<file path="src/hdl/swbm_pkg.sv">
// Package for the sliding window bandwidth meter.
// Holds widths, the ring depth, and the controller/datapath command and status types.
package swbm_pkg;

    localparam int RING_DEPTH = 256;
    localparam int IDX_W      = $clog2(RING_DEPTH);
    localparam int CNT_W      = IDX_W + 1;
    localparam int BYTE_W     = 24;
    localparam int TIME_W     = 48;
    localparam int RATE_W     = 40;
    localparam int WIN_W      = 12;
    localparam int EXCL_W     = 24;
    localparam int CFG_W      = 24;
    localparam int CFG_IDX_W  = 1;
    localparam int USEC_W     = 20;
    localparam int TOT_W      = BYTE_W + IDX_W + 1;
    localparam int FRAC_SH    = 19;
    localparam int QUO_W      = TOT_W + FRAC_SH;
    localparam int DCNT_W     = $clog2(QUO_W + 1);

    localparam logic [USEC_W-1:0]    USEC_PER_SEC = USEC_W'(1000000);
    localparam logic [CFG_IDX_W-1:0] REG_WINDOW   = 1'b0;
    localparam logic [CFG_IDX_W-1:0] REG_EXCL     = 1'b1;
    localparam logic [WIN_W-1:0]     WINDOW_RST   = WIN_W'(30);
    localparam logic [EXCL_W-1:0]    EXCL_RST     = EXCL_W'(500000);
    localparam logic [RATE_W-1:0]    RATE_MAX     = {RATE_W{1'b1}};
    localparam logic                 ACT_ADD      = 1'b0;

    typedef struct packed {
        logic load;
        logic exp_rd;
        logic exp_ck;
        logic scan_init;
        logic scan_step;
        logic div_init;
        logic div_step;
        logic commit;
        logic out_load;
    } swbm_cmd_t;

    typedef struct packed {
        logic empty;
        logic expired;
        logic scan_done;
        logic div_done;
        logic out_free;
    } swbm_stat_t;

endpackage

</file>
<file path="src/hdl/swbm_ctrl.sv">
// Controller state machine of the bandwidth meter.
// Sequences expiry, ring scan, division and commit; depends on swbm_pkg.
module swbm_ctrl (
    input  logic                 clk,
    input  logic                 rst_n,
    input  logic                 in_valid,
    output logic                 in_ready,
    input  swbm_pkg::swbm_stat_t stat,
    output swbm_pkg::swbm_cmd_t  cmd
);
    import swbm_pkg::*;

    typedef enum logic [6:0] {
        S_IDLE   = 7'b0000001,
        S_EXP_RD = 7'b0000010,
        S_EXP_CK = 7'b0000100,
        S_SCAN   = 7'b0001000,
        S_DIV    = 7'b0010000,
        S_COMMIT = 7'b0100000,
        S_DONE   = 7'b1000000
    } state_t;

    state_t state_reg, state_next;

    always_ff @(posedge clk or negedge rst_n)
    begin
        if (!rst_n)
        begin
            state_reg <= S_IDLE;
        end
        else
        begin
            state_reg <= state_next;
        end
    end

    assign in_ready = (state_reg == S_IDLE);

    always_comb
    begin
        state_next = state_reg;
        cmd        = '0;
        case (state_reg)
            S_IDLE:
            begin
                if (in_valid)
                begin
                    cmd.load   = 1'b1;
                    state_next = S_EXP_RD;
                end
            end
            S_EXP_RD:
            begin
                if (stat.empty)
                begin
                    cmd.scan_init = 1'b1;
                    state_next    = S_SCAN;
                end
                else
                begin
                    cmd.exp_rd = 1'b1;
                    state_next = S_EXP_CK;
                end
            end
            S_EXP_CK:
            begin
                cmd.exp_ck = 1'b1;
                if (stat.expired)
                begin
                    state_next = S_EXP_RD;
                end
                else
                begin
                    cmd.scan_init = 1'b1;
                    state_next    = S_SCAN;
                end
            end
            S_SCAN:
            begin
                if (stat.scan_done)
                begin
                    cmd.div_init = 1'b1;
                    state_next   = S_DIV;
                end
                else
                begin
                    cmd.scan_step = 1'b1;
                end
            end
            S_DIV:
            begin
                if (stat.div_done)
                begin
                    state_next = S_COMMIT;
                end
                else
                begin
                    cmd.div_step = 1'b1;
                end
            end
            S_COMMIT:
            begin
                cmd.commit = 1'b1;
                state_next = S_DONE;
            end
            S_DONE:
            begin
                if (stat.out_free)
                begin
                    cmd.out_load = 1'b1;
                    state_next   = S_IDLE;
                end
            end
            default:
            begin
                state_next = S_IDLE;
            end
        endcase
    end

endmodule

</file>
<file path="config.mk">
export PLATFORM = sky130hd
export DESIGN_NAME = swbm_ctrl
export DESIGN_NICKNAME = d
export VERILOG_FILES = /design/src/hdl/swbm_pkg.sv /design/src/hdl/swbm_ctrl.sv
export SDC_FILE = /design/constraint.sdc
export NUM_CORES = 1
export LEC_CHECK = 0
export ABC_AREA = 1
export BUFFER_PORTS_ARGS = -buffer_cell sky130_fd_sc_hd__buf_2
export CAP_MARGIN = 20
export CELL_PAD_IN_SITES_DETAIL_PLACEMENT = 0
export CELL_PAD_IN_SITES_GLOBAL_PLACEMENT = 1
export CORE_MARGIN = 5
export CORE_UTILIZATION = 31
export CTS_CLUSTER_SIZE = 28
export DETAILED_ROUTE_END_ITERATION = 7
export GPL_TIMING_DRIVEN = 1
export PLACE_DENSITY = 0.81
export SLEW_MARGIN = 15
export SYNTH_ARGS = -nofsm -noshare
export SYNTH_HDL_FRONTEND = slang
export SYNTH_SLANG_ARGS = --single-unit
export TNS_END_PERCENT = 5
</file>
<file path="constraint.sdc">
create_clock -name clk -period 1.55 [get_ports clk]
set_clock_uncertainty 0.1 [all_clocks]
set_input_delay 0.0775 -clock clk [delete_from_list [all_inputs] [get_ports clk]]
set_output_delay 0.0775 -clock clk [all_outputs]
set_load 0.005 [all_outputs]
</file>
Word-level counts from Yosys, hierarchy flattened
Cells that the tools add are included.
{"block": "word_totals", "reg_bits": 7, "latchBits": 0, "ram_bits": 0, "mem_bits_ro": 0, "input_bits": 8, "out_inout_bits": 10, "wordCells": 36, "memories": 0}
{"block": "op_classes", "n_addsub": 0, "mul": 0, "div_mod_pow": 0, "order_cmp": 0, "eq_ne": 11, "shift": 0, "n_mux": 23, "n_bitwise": 0, "n_reduce_logical": 1}
{"operator": "7-bit one-hot mux with 7 select lines", "count": 1}
{"operator": "7-bit 2-to-1 mux", "count": 4}
{"operator": "1-bit 2-to-1 mux", "count": 14}
{"operator": "4-bit 2-to-1 mux", "count": 2}
{"operator": "2-bit inequality test (second input constant)", "count": 4}
{"operator": "7-bit by 1-bit equality test with 1-bit output (second input constant)", "count": 1}
{"operator": "7-bit by 2-bit equality test with 1-bit output (second input constant)", "count": 1}
{"operator": "7-bit by 3-bit equality test with 1-bit output (second input constant)", "count": 1}
{"operator": "7-bit by 4-bit equality test with 1-bit output (second input constant)", "count": 1}
{"operator": "7-bit by 5-bit equality test with 1-bit output (second input constant)", "count": 1}
{"operator": "7-bit by 6-bit equality test with 1-bit output (second input constant)", "count": 1}
{"operator": "7-bit equality test (second input constant)", "count": 1}
{"operator": "4-bit AND reduction", "count": 1}
{"operator": "2-bit 2-to-1 mux", "count": 1}
{"operator": "1-bit one-hot mux with 2 select lines", "count": 1}

Depth between registers and ports, before layout
Gate-level depths: netlist of run 1.
{"block": "logic_depth", "word_depth": 3, "ltp_mapped": 9, "mapped_depth_nobuf": 9}

Worst setup path before layout of run 1
OpenSTA, ideal clock, no wires.
{"block": "synth_path", "path_type": "reg-to-reg", "from": "register state_reg[0]", "to": "register state_reg[3]", "setup_time_ns": 0.124, "arrival_time_ns": 1.007, "t_required_ns": 1.326, "setup_slack_ns": 0.319, "stages_incl_launch_ff": 7, "path_buffers": 0, "period_less_slack_ns": 1.231, "path_cell_list": "dfstp_2 -> nor2_2 -> nand2_1 -> nor2_2 -> nand2_1 -> o21ai_2 -> or2_1"}
{"block": "synth_via", "elab_chain_len": 3, "elab_cells_between_ends": 13, "classes_between": "eq/ne (11); mux (1); reduce/logical (1)"}
{"item": "start: declaration", "line_no": "swbm_ctrl.sv:23", "rtl": "state_t state_reg, state_next;"}
{"item": "start signal: assignment", "line_no": "swbm_ctrl.sv:33", "rtl": "state_reg <= state_next;"}
{"item": "7-bit by 4-bit equality test with 1-bit output (tied with other cells)", "line_no": "swbm_ctrl.sv:43", "rtl": "case (state_reg)"}
{"item": "2-bit inequality test (no source line)"}
{"item": "4-bit AND reduction (no source line)"}
Several ways; a longest one is shown, not always the timed one.
A chain may end at the register's enable or synchronous reset.

==> impl_results.rst, run 1 <==
.. list-table::
   :header-rows: 1

   * - Metric
     - Value
   * - Share of synthesized cell area in full adder, half adder and majority cells
     - 0
   * - Antenna violations before repair
     - 0
   * - Worst setup EP type
     - output port
   * - Cell Pwr Density
     - 1305 mW/mm²
   * - Utilization after layout
     - 0.4729
   * - Pin count of the biggest net entering global routing
     - 8
   * - Netlist cell types
     - 15
   * - Multiplexer area fraction after synthesis
     - 0
   * - Maximum clock frequency
     - 676.1 MHz
   * - Final setup violation count
     - 0
   * - Die width
     - 50.53 µm
   * - Largest stage delay on the critical path
     - 410 ps
   * - Biggest fanout along the worst timing path
     - 4
   * - Seq/Total Area, Yosys
     - 0.3464
   * - Combinational family with the most area after synthesis
     - simple AND/OR/NAND/NOR gates
   * - Ratio of final minimum period to clock period
     - 0.9542
   * - Cell count after synthesis
     - 81
   * - Count of standard-cell rows
     - 14
   * - Antenna viol nets, final
     - 0
   * - Xor/xnor cell area share of the yosys netlist
     - 0
   * - Fraction of the mapped netlist area in simple logic gates
     - 0.4693
   * - Number of hold-slack violations in the final timing report
     - 0
   * - Detailed placement HPWL
     - 944.3 µm
   * - Via count of the first global-routing pass
     - 442
   * - Number of I/O pins
     - 18
   * - Die ar.
     - 0.002553 mm²
   * - Hold Path Stages
     - 4
   * - Path class of the lowest-slack min-delay path
     - input pin to flip-flop
   * - H-tree lvl count
     - 1
   * - Largest register FFs
     - 7
   * - Hold Path Sink
     - state_reg[4]$_DFFE_PN0P_
   * - Complex-gate fraction of the synthesized area
     - 0.03686
   * - Max_cap viols
     - 0
   * - Buffer and inverter count on the worst path
     - 2
   * - Hold Startpoint
     - stat[1]
   * - Setup TNS
     - 0 ps
   * - Post-DP Area
     - 614.3 µm²
   * - Number of warnings printed during yosys synthesis
     - 0
   * - Critical path data required time
     - 1370 ps
   * - Summed instance area of the synthesized netlist
     - 509.2 µm²
   * - Number of nets in the finished design
     - 115
   * - Post-placement setup slack
     - 195.7 ps
   * - Startpoint type of the worst setup path
     - flip-flop
   * - Routed wire length
     - 1.183 mm
   * - Avg Inst Size Synth
     - 6.287 µm²
   * - FILL cells
     - 166
   * - Pre-Repair DR Iteration Count
     - 3
   * - Non-filler cells in the finished layout
     - 122
   * - Outcome
     - finished clean
   * - Vias/cell
     - 4.230
   * - Number of nets produced by synthesis
     - 89
   * - Routability Congestion
     - 0.7929
   * - GRT Util Overall
     - 0.09464
   * - Final worst slack
     - 70.93 ps
   * - Core area
     - 0.001524 mm²
   * - Data arrival time of the critical path
     - 1300 ps
   * - Area added between synthesis and finish
     - 41.52%
   * - Leakage power summed over all cells
     - 0.4363 nW
   * - Maximum count of clock buffers along a single path
     - 2
   * - Cell breakdown of the critical path
     - nor2_2, nand2_4, nor2_4, inv_2, o21ai_2, buf_2
   * - Tightest Pin Transition
     - 248.4 ps
   * - Number of I/O port buffers
     - 17
   * - Initial detailed-routing violation count
     - 6
   * - Stages on worst setup path
     - 6
   * - Clock latency at the later pin of the worst-skew pair
     - 250 ps
   * - Kind of critical path
     - flip-flop to output port
   * - Family of cells with the greatest summed delay on the critical path
     - flip-flops
   * - Initial core utilization
     - 0.3342
   * - Clk sinks
     - 7
   * - Clock tree from TritonCTS
     - built
   * - DRC
     - 0
   * - CTS root buf
     - clkbuf_4
   * - Remaining global-route overflow
     - 0
   * - Global-route wire length before repair
     - 1.773 mm
   * - Placed Cells incl. Taps
     - 114
   * - Worst-case register-to-register setup slack
     - 150 ps
   * - Layout cell share with drive strength beyond 1
     - 0.4340
   * - Min cycle time layout
     - 1479 ps
   * - Antenna diode count
     - 0
   * - Cells on worst reg2reg path
     - 9
   * - TritonCTS buffer count
     - 3
   * - Die Ht
     - 50.53 µm
   * - R2R Path Start
     - state_reg[0]$_DFFE_PN1P_
   * - Largest vdd supply drop
     - 641.0 µV
   * - Worst path slowest cell
     - dfrtp_1
   * - Endpoint of the most critical register-to-register path
     - state_reg[0]$_DFFE_PN1P_
   * - Clock input transition at the sequential cells of the worst setup and hold paths
     - 50 ps
   * - Total count of max-transition violations in the final report
     - 0
   * - Post-route cell area
     - 720.7 µm²
   * - Number of storage elements in the synthesis netlist
     - 7
   * - Per-cell routed wire length
     - 9.697 µm
   * - Setup repair after global routing missed its margin
     - yes
   * - Number of vias in the routed layout
     - 516
   * - Tightest slew margin relative to the limit
     - 0.8331
power breakdown:
group / internal, mW / switching (mW)
clock network: 0.0979 / 0.0622
logic: 0.192 / 0.307
registers: 0.236 / 0.0461
layout by cell type, fill, tap and decap left out, drive strengths merged:
cell type	instances
nor2	24
nand2	22
inv	20
buf	18
dfrtp	6
clkbuf	4
dlygate4sd3	3
nand3	3
o21ai	3
nor3	1
or2	1
dfstp	1
Yosys cell counts:
cell | count | area share
dfrtp_1 | 6 | 0.29
dfstp_2 | 1 | 0.052
inv_1 | 17 | 0.13
inv_2 | 3 | 0.022
nand2_1 | 19 | 0.14
nand2_2 | 3 | 0.037
nand3_1 | 1 | 0.0098
nand3_2 | 2 | 0.039
nor2_1 | 17 | 0.13
nor2_2 | 6 | 0.074
nor2_4 | 1 | 0.022
nor3_1 | 1 | 0.0098
o21ai_0 | 2 | 0.020
o21ai_2 | 1 | 0.017
or2_1 | 1 | 0.012
cell type report:
cell class,instances,area (µm²),share of cell area
multi-input cells,54,297.8,0.4132
flip-flops and latches,7,176.4,0.2448
repair buffers,21,122.6,0.1701
inverters,20,77.57,0.1076
clock buffers,4,26.28,0.03646
well taps,16,20.02,0.02778
timing repair:
action	CTS	global route
endpoints found under the hold margin	9	0
hold buffers	3	0
pin swaps	0	6
setup endpoints to repair	1	4
resized for setup	1	13
buffers inserted	0	1
layer usage:
| layer | routed length [µm] | GRT usage |
|---|---|---|
| met4 | 28 | 0.08936 |
| met3 | 46 | 0.008876 |
| met1 | 551 | 0.1155 |
| met5 | 0 | 0 |
| met2 | 557 | 0.1426 |
tightest hold or removal path: stages:
cell	delay, ps
buf_2	70
inv_1	30
nand2_2	70
o21ai_0	90
cells by family after synthesis:
group / Yosys count
AOI/OAI and AO/OA: 3
buffers and inverters: 20
DFF: 7
and+or+nand+nor: 51
how the worst max path moves through the flow:
stage | from | to | slack, ps
5_1_grt | state_reg[3]$_DFFE_PN0P_ | cmd[5] | -20
3_5_place_dp | state_reg[0]$_DFFE_PN1P_ | state_reg[1]$_DFFE_PN0P_ | 200
3_3_place_gp | state_reg[0]$_DFFE_PN1P_ | state_reg[5]$_DFFE_PN0P_ | 220
4_1_cts | state_reg[4]$_DFFE_PN0P_ | cmd[5] | 3
6_report | state_reg[5]$_DFFE_PN0P_ | cmd[5] | 70
2_1_floorplan | state_reg[0]$_DFFE_PN1P_ | state_reg[3]$_DFFE_PN0P_ | 320
stage by stage:
step | total power, mW | hold WS (ps)
floorplan | 0.5838 | -318.1
global placement | 0.6945 | -186.7
detailed placement | 0.6992 | -184.0
CTS | 0.8822 | 37.68
global route | 1.028 | 57.10
finish | 0.9407 | 49.79
Power figures use the tool's default switching activity.
==> run 2, diff against run 1 <==
--- a/config.mk
+++ b/config.mk
@@ -5,17 +5,16 @@
 export SDC_FILE = /design/constraint.sdc
 export NUM_CORES = 1
 export LEC_CHECK = 0
-export ABC_AREA = 1
 export BUFFER_PORTS_ARGS = -buffer_cell sky130_fd_sc_hd__buf_2
 export CAP_MARGIN = 20
 export CELL_PAD_IN_SITES_DETAIL_PLACEMENT = 0
 export CELL_PAD_IN_SITES_GLOBAL_PLACEMENT = 1
 export CORE_MARGIN = 5
-export CORE_UTILIZATION = 31
+export CORE_UTILIZATION = 32
 export CTS_CLUSTER_SIZE = 28
 export DETAILED_ROUTE_END_ITERATION = 7
 export GPL_TIMING_DRIVEN = 1
-export PLACE_DENSITY = 0.81
+export PLACE_DENSITY = 0.79
 export SLEW_MARGIN = 15
 export SYNTH_ARGS = -nofsm -noshare
 export SYNTH_HDL_FRONTEND = slang
==> run 2 against run 1 <==
- the flow now finishes with violations (setup timing)
- critical path depth did not move
- synthesized cell count is 32% lower
- setup slack worse by 730 ps
- via count grew 3.1%
- utilization rose by 5.1 points
- sequential power down 9.2%
==> impl_results.rst, run 2 <==
.. list-table::
   :header-rows: 1

   * - Metric
     - Value
   * - Global-route wire length before repair
     - 1.938 mm (+9.3%)
   * - Die width
     - 48.60 µm (-3.8%)
   * - Number of storage elements in the synthesis netlist
     - 7 (unchanged)
   * - Most common library cell in the layout ignoring fill and taps
     - buf_2
   * - Top cell types by occurrence after synthesis
     - nor2_1 (10), dfrtp_1 (6), inv_1 (4)
   * - Die Ht
     - 48.60 µm (-3.8%)
   * - Max_cap viols
     - 0 (unchanged)
   * - Number of enable-type register cells in the synthesized netlist
     - 0 (unchanged)
   * - Clk sinks
     - 7 (unchanged)
   * - Post-layout total power
     - 1.045 mW (+11%)
   * - Clock latency at the later pin of the worst-skew pair
     - 250 ps (about the same)
   * - Buffer and inverter count on the worst path
     - 2 (unchanged)
   * - Data arrival time of the critical path
     - 2030 ps (+730 ps)
   * - Total count of max-transition violations in the final report
     - 0 (unchanged)
   * - Initial core utilization
     - 0.3279 (-0.006271)
   * - Largest register FFs
     - 7 (unchanged)
   * - Maximum count of clock buffers along a single path
     - 2 (unchanged)
   * - Most common cell type on the critical path
     - or3_4
   * - Maximum clock frequency
     - 452.0 MHz (-33%)
   * - Post-DP Area
     - 638.1 µm² (+3.9%)
   * - Cell Pwr Density
     - 1372 mW/mm² (+5.1%)
   * - Hold Startpoint
     - stat[2]
   * - Via count of the first global-routing pass
     - 443 (+0.23%)
   * - Worst path slowest cell
     - or3_4
   * - Tightest slew margin relative to the limit
     - 0.7465 (-0.08664)
   * - Clock input transition at the sequential cells of the worst setup and hold paths
     - 50 ps (about the same)
   * - Area added between synthesis and finish
     - 59.84%
   * - Layout cell share with drive strength beyond 1
     - 0.4505 (+0.01659)
   * - Pre-Repair DR Iteration Count
     - 4 (+1)
   * - Outcome
     - finished with violations
   * - Critical path data required time
     - 1370 ps (about the same)
   * - Count of standard-cell rows
     - 14 (unchanged)
   * - Avg Inst Size Synth
     - 8.667 µm² (+38%)
   * - Ratio of final minimum period to clock period
     - 1.427 (+0.4732)
   * - Seq/Total Area, Yosys
     - 0.3701 (+0.02364)
   * - Min cycle time layout
     - 2212 ps (+733.4 ps)
   * - TritonCTS buffer count
     - 3 (unchanged)
   * - Family of cells with the greatest summed delay on the critical path
     - simple AND/OR/NAND/NOR gates
   * - Violated checks
     - setup timing
   * - Initial detailed-routing violation count
     - 6 (unchanged)
   * - Biggest fanout along the worst timing path
     - 3 (-1)
   * - Kind of critical path
     - flip-flop to output port
   * - Final worst slack
     - -662.5 ps (-733.4 ps)
   * - Endpoint of the most critical register-to-register path
     - state_reg[1]$_DFFE_PN0P_
   * - Leakage power summed over all cells
     - 0.4022 nW (-7.8%)
   * - Routed wire length
     - 1.288 mm (+8.9%)
   * - GRT Util Overall
     - 0.1046 (+0.009927)
   * - Leading post-synthesis cells by cell area
     - dfrtp_1 (31%), nor2_1 (7.9%), dfstp_2 (5.5%)
   * - H-tree lvl count
     - 1 (unchanged)
   * - Number of I/O port buffers
     - 17 (unchanged)
   * - Cell count after synthesis
     - 55 (-32%)
   * - Post-route cell area
     - 762.0 µm² (+5.7%)
   * - Cell breakdown of the critical path
     - or3_4, or3_4, or3b_4, inv_2, and2_1, buf_2
   * - Number of I/O pins
     - 18 (unchanged)
   * - Number of warnings printed during yosys synthesis
     - 0 (unchanged)
   * - Die ar.
     - 0.002361 mm² (-7.5%)
   * - Number of vias in the routed layout
     - 532 (+3.1%)
   * - Number of nets in the finished design
     - 100 (-13%)
   * - Startpoint type of the worst setup path
     - flip-flop
   * - Post-placement setup slack
     - -378.4 ps (-574.1 ps)
   * - Pin count of the biggest net entering global routing
     - 8 (unchanged)
   * - Worst-case register-to-register setup slack
     - -370 ps (-520 ps)
   * - Netlist cell types
     - 28 (+13)
   * - CTS root buf
     - clkbuf_4
   * - Largest stage delay on the critical path
     - 390 ps (-20 ps)
   * - Routability Congestion
     - 0.8014 (+1.1%)
   * - Flip-flop cell with the highest count after synthesis
     - dfrtp_1
   * - Library cell occupying the most area in the post-synthesis netlist
     - dfrtp_1
   * - Antenna violations before repair
     - 0 (unchanged)
   * - Worst setup EP type
     - output port
   * - Largest vdd supply drop
     - 694.6 µV (+8.4%)
   * - Antenna diode count
     - 0 (unchanged)
   * - Vias/cell
     - 4.972 (+18%)
   * - Core area
     - 0.001454 mm² (-4.6%)
   * - Portion of synthesized cell area occupied by the leading cell type
     - 0.3150 (+0.02012)
   * - Final setup violation count
     - 14 (+14)
   * - Cells on worst reg2reg path
     - 6 (-3)
   * - Hold Path Stages
     - 3 (-1)
   * - Setup TNS
     - -3866 ps (-3866 ps)
   * - R2R Path Start
     - state_reg[3]$_DFFE_PN0P_
   * - Summed instance area of the synthesized netlist
     - 476.7 µm² (-6.4%)
   * - Tightest Pin Transition
     - 380.2 ps (+131.9 ps)
   * - Setup repair after global routing missed its margin
     - yes
   * - DRC
     - 0 (unchanged)
   * - Remaining global-route overflow
     - 0 (unchanged)
   * - Number of hold-slack violations in the final timing report
     - 0 (unchanged)
   * - Path class of the lowest-slack min-delay path
     - input pin to flip-flop
   * - Fraction of registers with async set/reset
     - 1.000 (unchanged)
   * - Leading cell types in the layout, fill and taps excluded
     - buf_2 (17), buf_4 (10), nor2_1 (9)
   * - Number of nets produced by synthesis
     - 63 (-29%)
   * - Per-cell routed wire length
     - 12.04 µm (+24%)
   * - Most common cell in the synthesized netlist
     - nor2_1
   * - Detailed placement HPWL
     - 922 µm (-2.4%)
   * - Antenna viol nets, final
     - 0 (unchanged)
   * - Hold Path Sink
     - state_reg[4]$_DFFE_PN0P_
   * - Clock tree from TritonCTS
     - built
==> run 2: cell count changes after synthesis, sizes merged, moves of 2 or more <==
cell	before	now
and2	0	3
inv	20	5
nand2	22	0
nor2	24	10
nor2b	0	2
nor3	1	3
nor3b	0	2
nor4b	0	2
o211ai	0	3
o21ai	3	0
or3	0	3
==> run 2: timing repair <==
item | 4_1_cts | 5_1_grt
pin swaps | 2 | 0
endpoints found under the hold margin | 14 | 0
resized for setup | 4 | 2
endpoints found under the setup margin | 14 | 17
hold buffers | 6 | 0
buffers inserted | 0 | 1
==> run 2: how the worst max path moves through the flow <==
stage / from / end / slack, ps / cells after the start
3_3_place_gp: state_reg[6]$_DFFE_PN0P_ / cmd[8] / -370 / 6
6_report: state_reg[3]$_DFFE_PN0P_ / cmd[8] / -660 / 6
5_1_grt: state_reg[3]$_DFFE_PN0P_ / cmd[8] / -720 / 6
4_1_cts: state_reg[3]$_DFFE_PN0P_ / cmd[8] / -640 / 6
2_1_floorplan: state_reg[6]$_DFFE_PN0P_ / cmd[8] / -380 / 5
3_5_place_dp: state_reg[6]$_DFFE_PN0P_ / cmd[8] / -380 / 6
==> run 2: layout make-up <==
| type | instances | area [µm²] |
|---|---|---|
| fillers | 139 | 691.9 |
| multi-input cells | 42 | 299.0 |
| repair buffers | 33 | 220.2 |
| flip-flops and latches | 7 | 176.4 |
| clock buffers | 3 | 22.52 |
| well taps | 16 | 20.02 |
| inverters | 5 | 18.77 |
| clock inverters | 1 | 5.005 |
==> run 2: power breakdown <==
part	switching, mW	total [mW]	internal (mW)
Combinational	0.287	0.628	0.341
Sequential	0.0228	0.256	0.233
Clock	0.0677	0.162	0.0941
==> run 2: kinds of logic after synthesis <==
| kind of cell | synth area share |
|---|---|
| compound gates | 0.1654 |
| xor+xnor | 0.01838 |
| buf+inv | 0.06297 |
| flops | 0.3701 |
| simple gates | 0.3832 |
==> run 2: layer usage <==
metal  part of all wire  track usage
met3              0.043      0.02454
met5                  0            0
met2               0.46       0.1543
met4              0.019      0.06726
met1               0.47       0.1347
==> run 2: stage by stage <==
step	instances	util	hold WS, ps
6_report	107	0.5241	38.74
5_1_grt	107	0.5241	50.64
4_1_cts	106	0.5120	29.03
3_5_place_dp	96	0.4389	-185.7
3_3_place_gp	96	0.4389	-187.7
2_1_floorplan	55	-	-318.1
==> run 2: worst min-delay path, cell delays in order <==
cell and delay [ps]:
buf_2 120, inv_1 70, o22ai_1 80
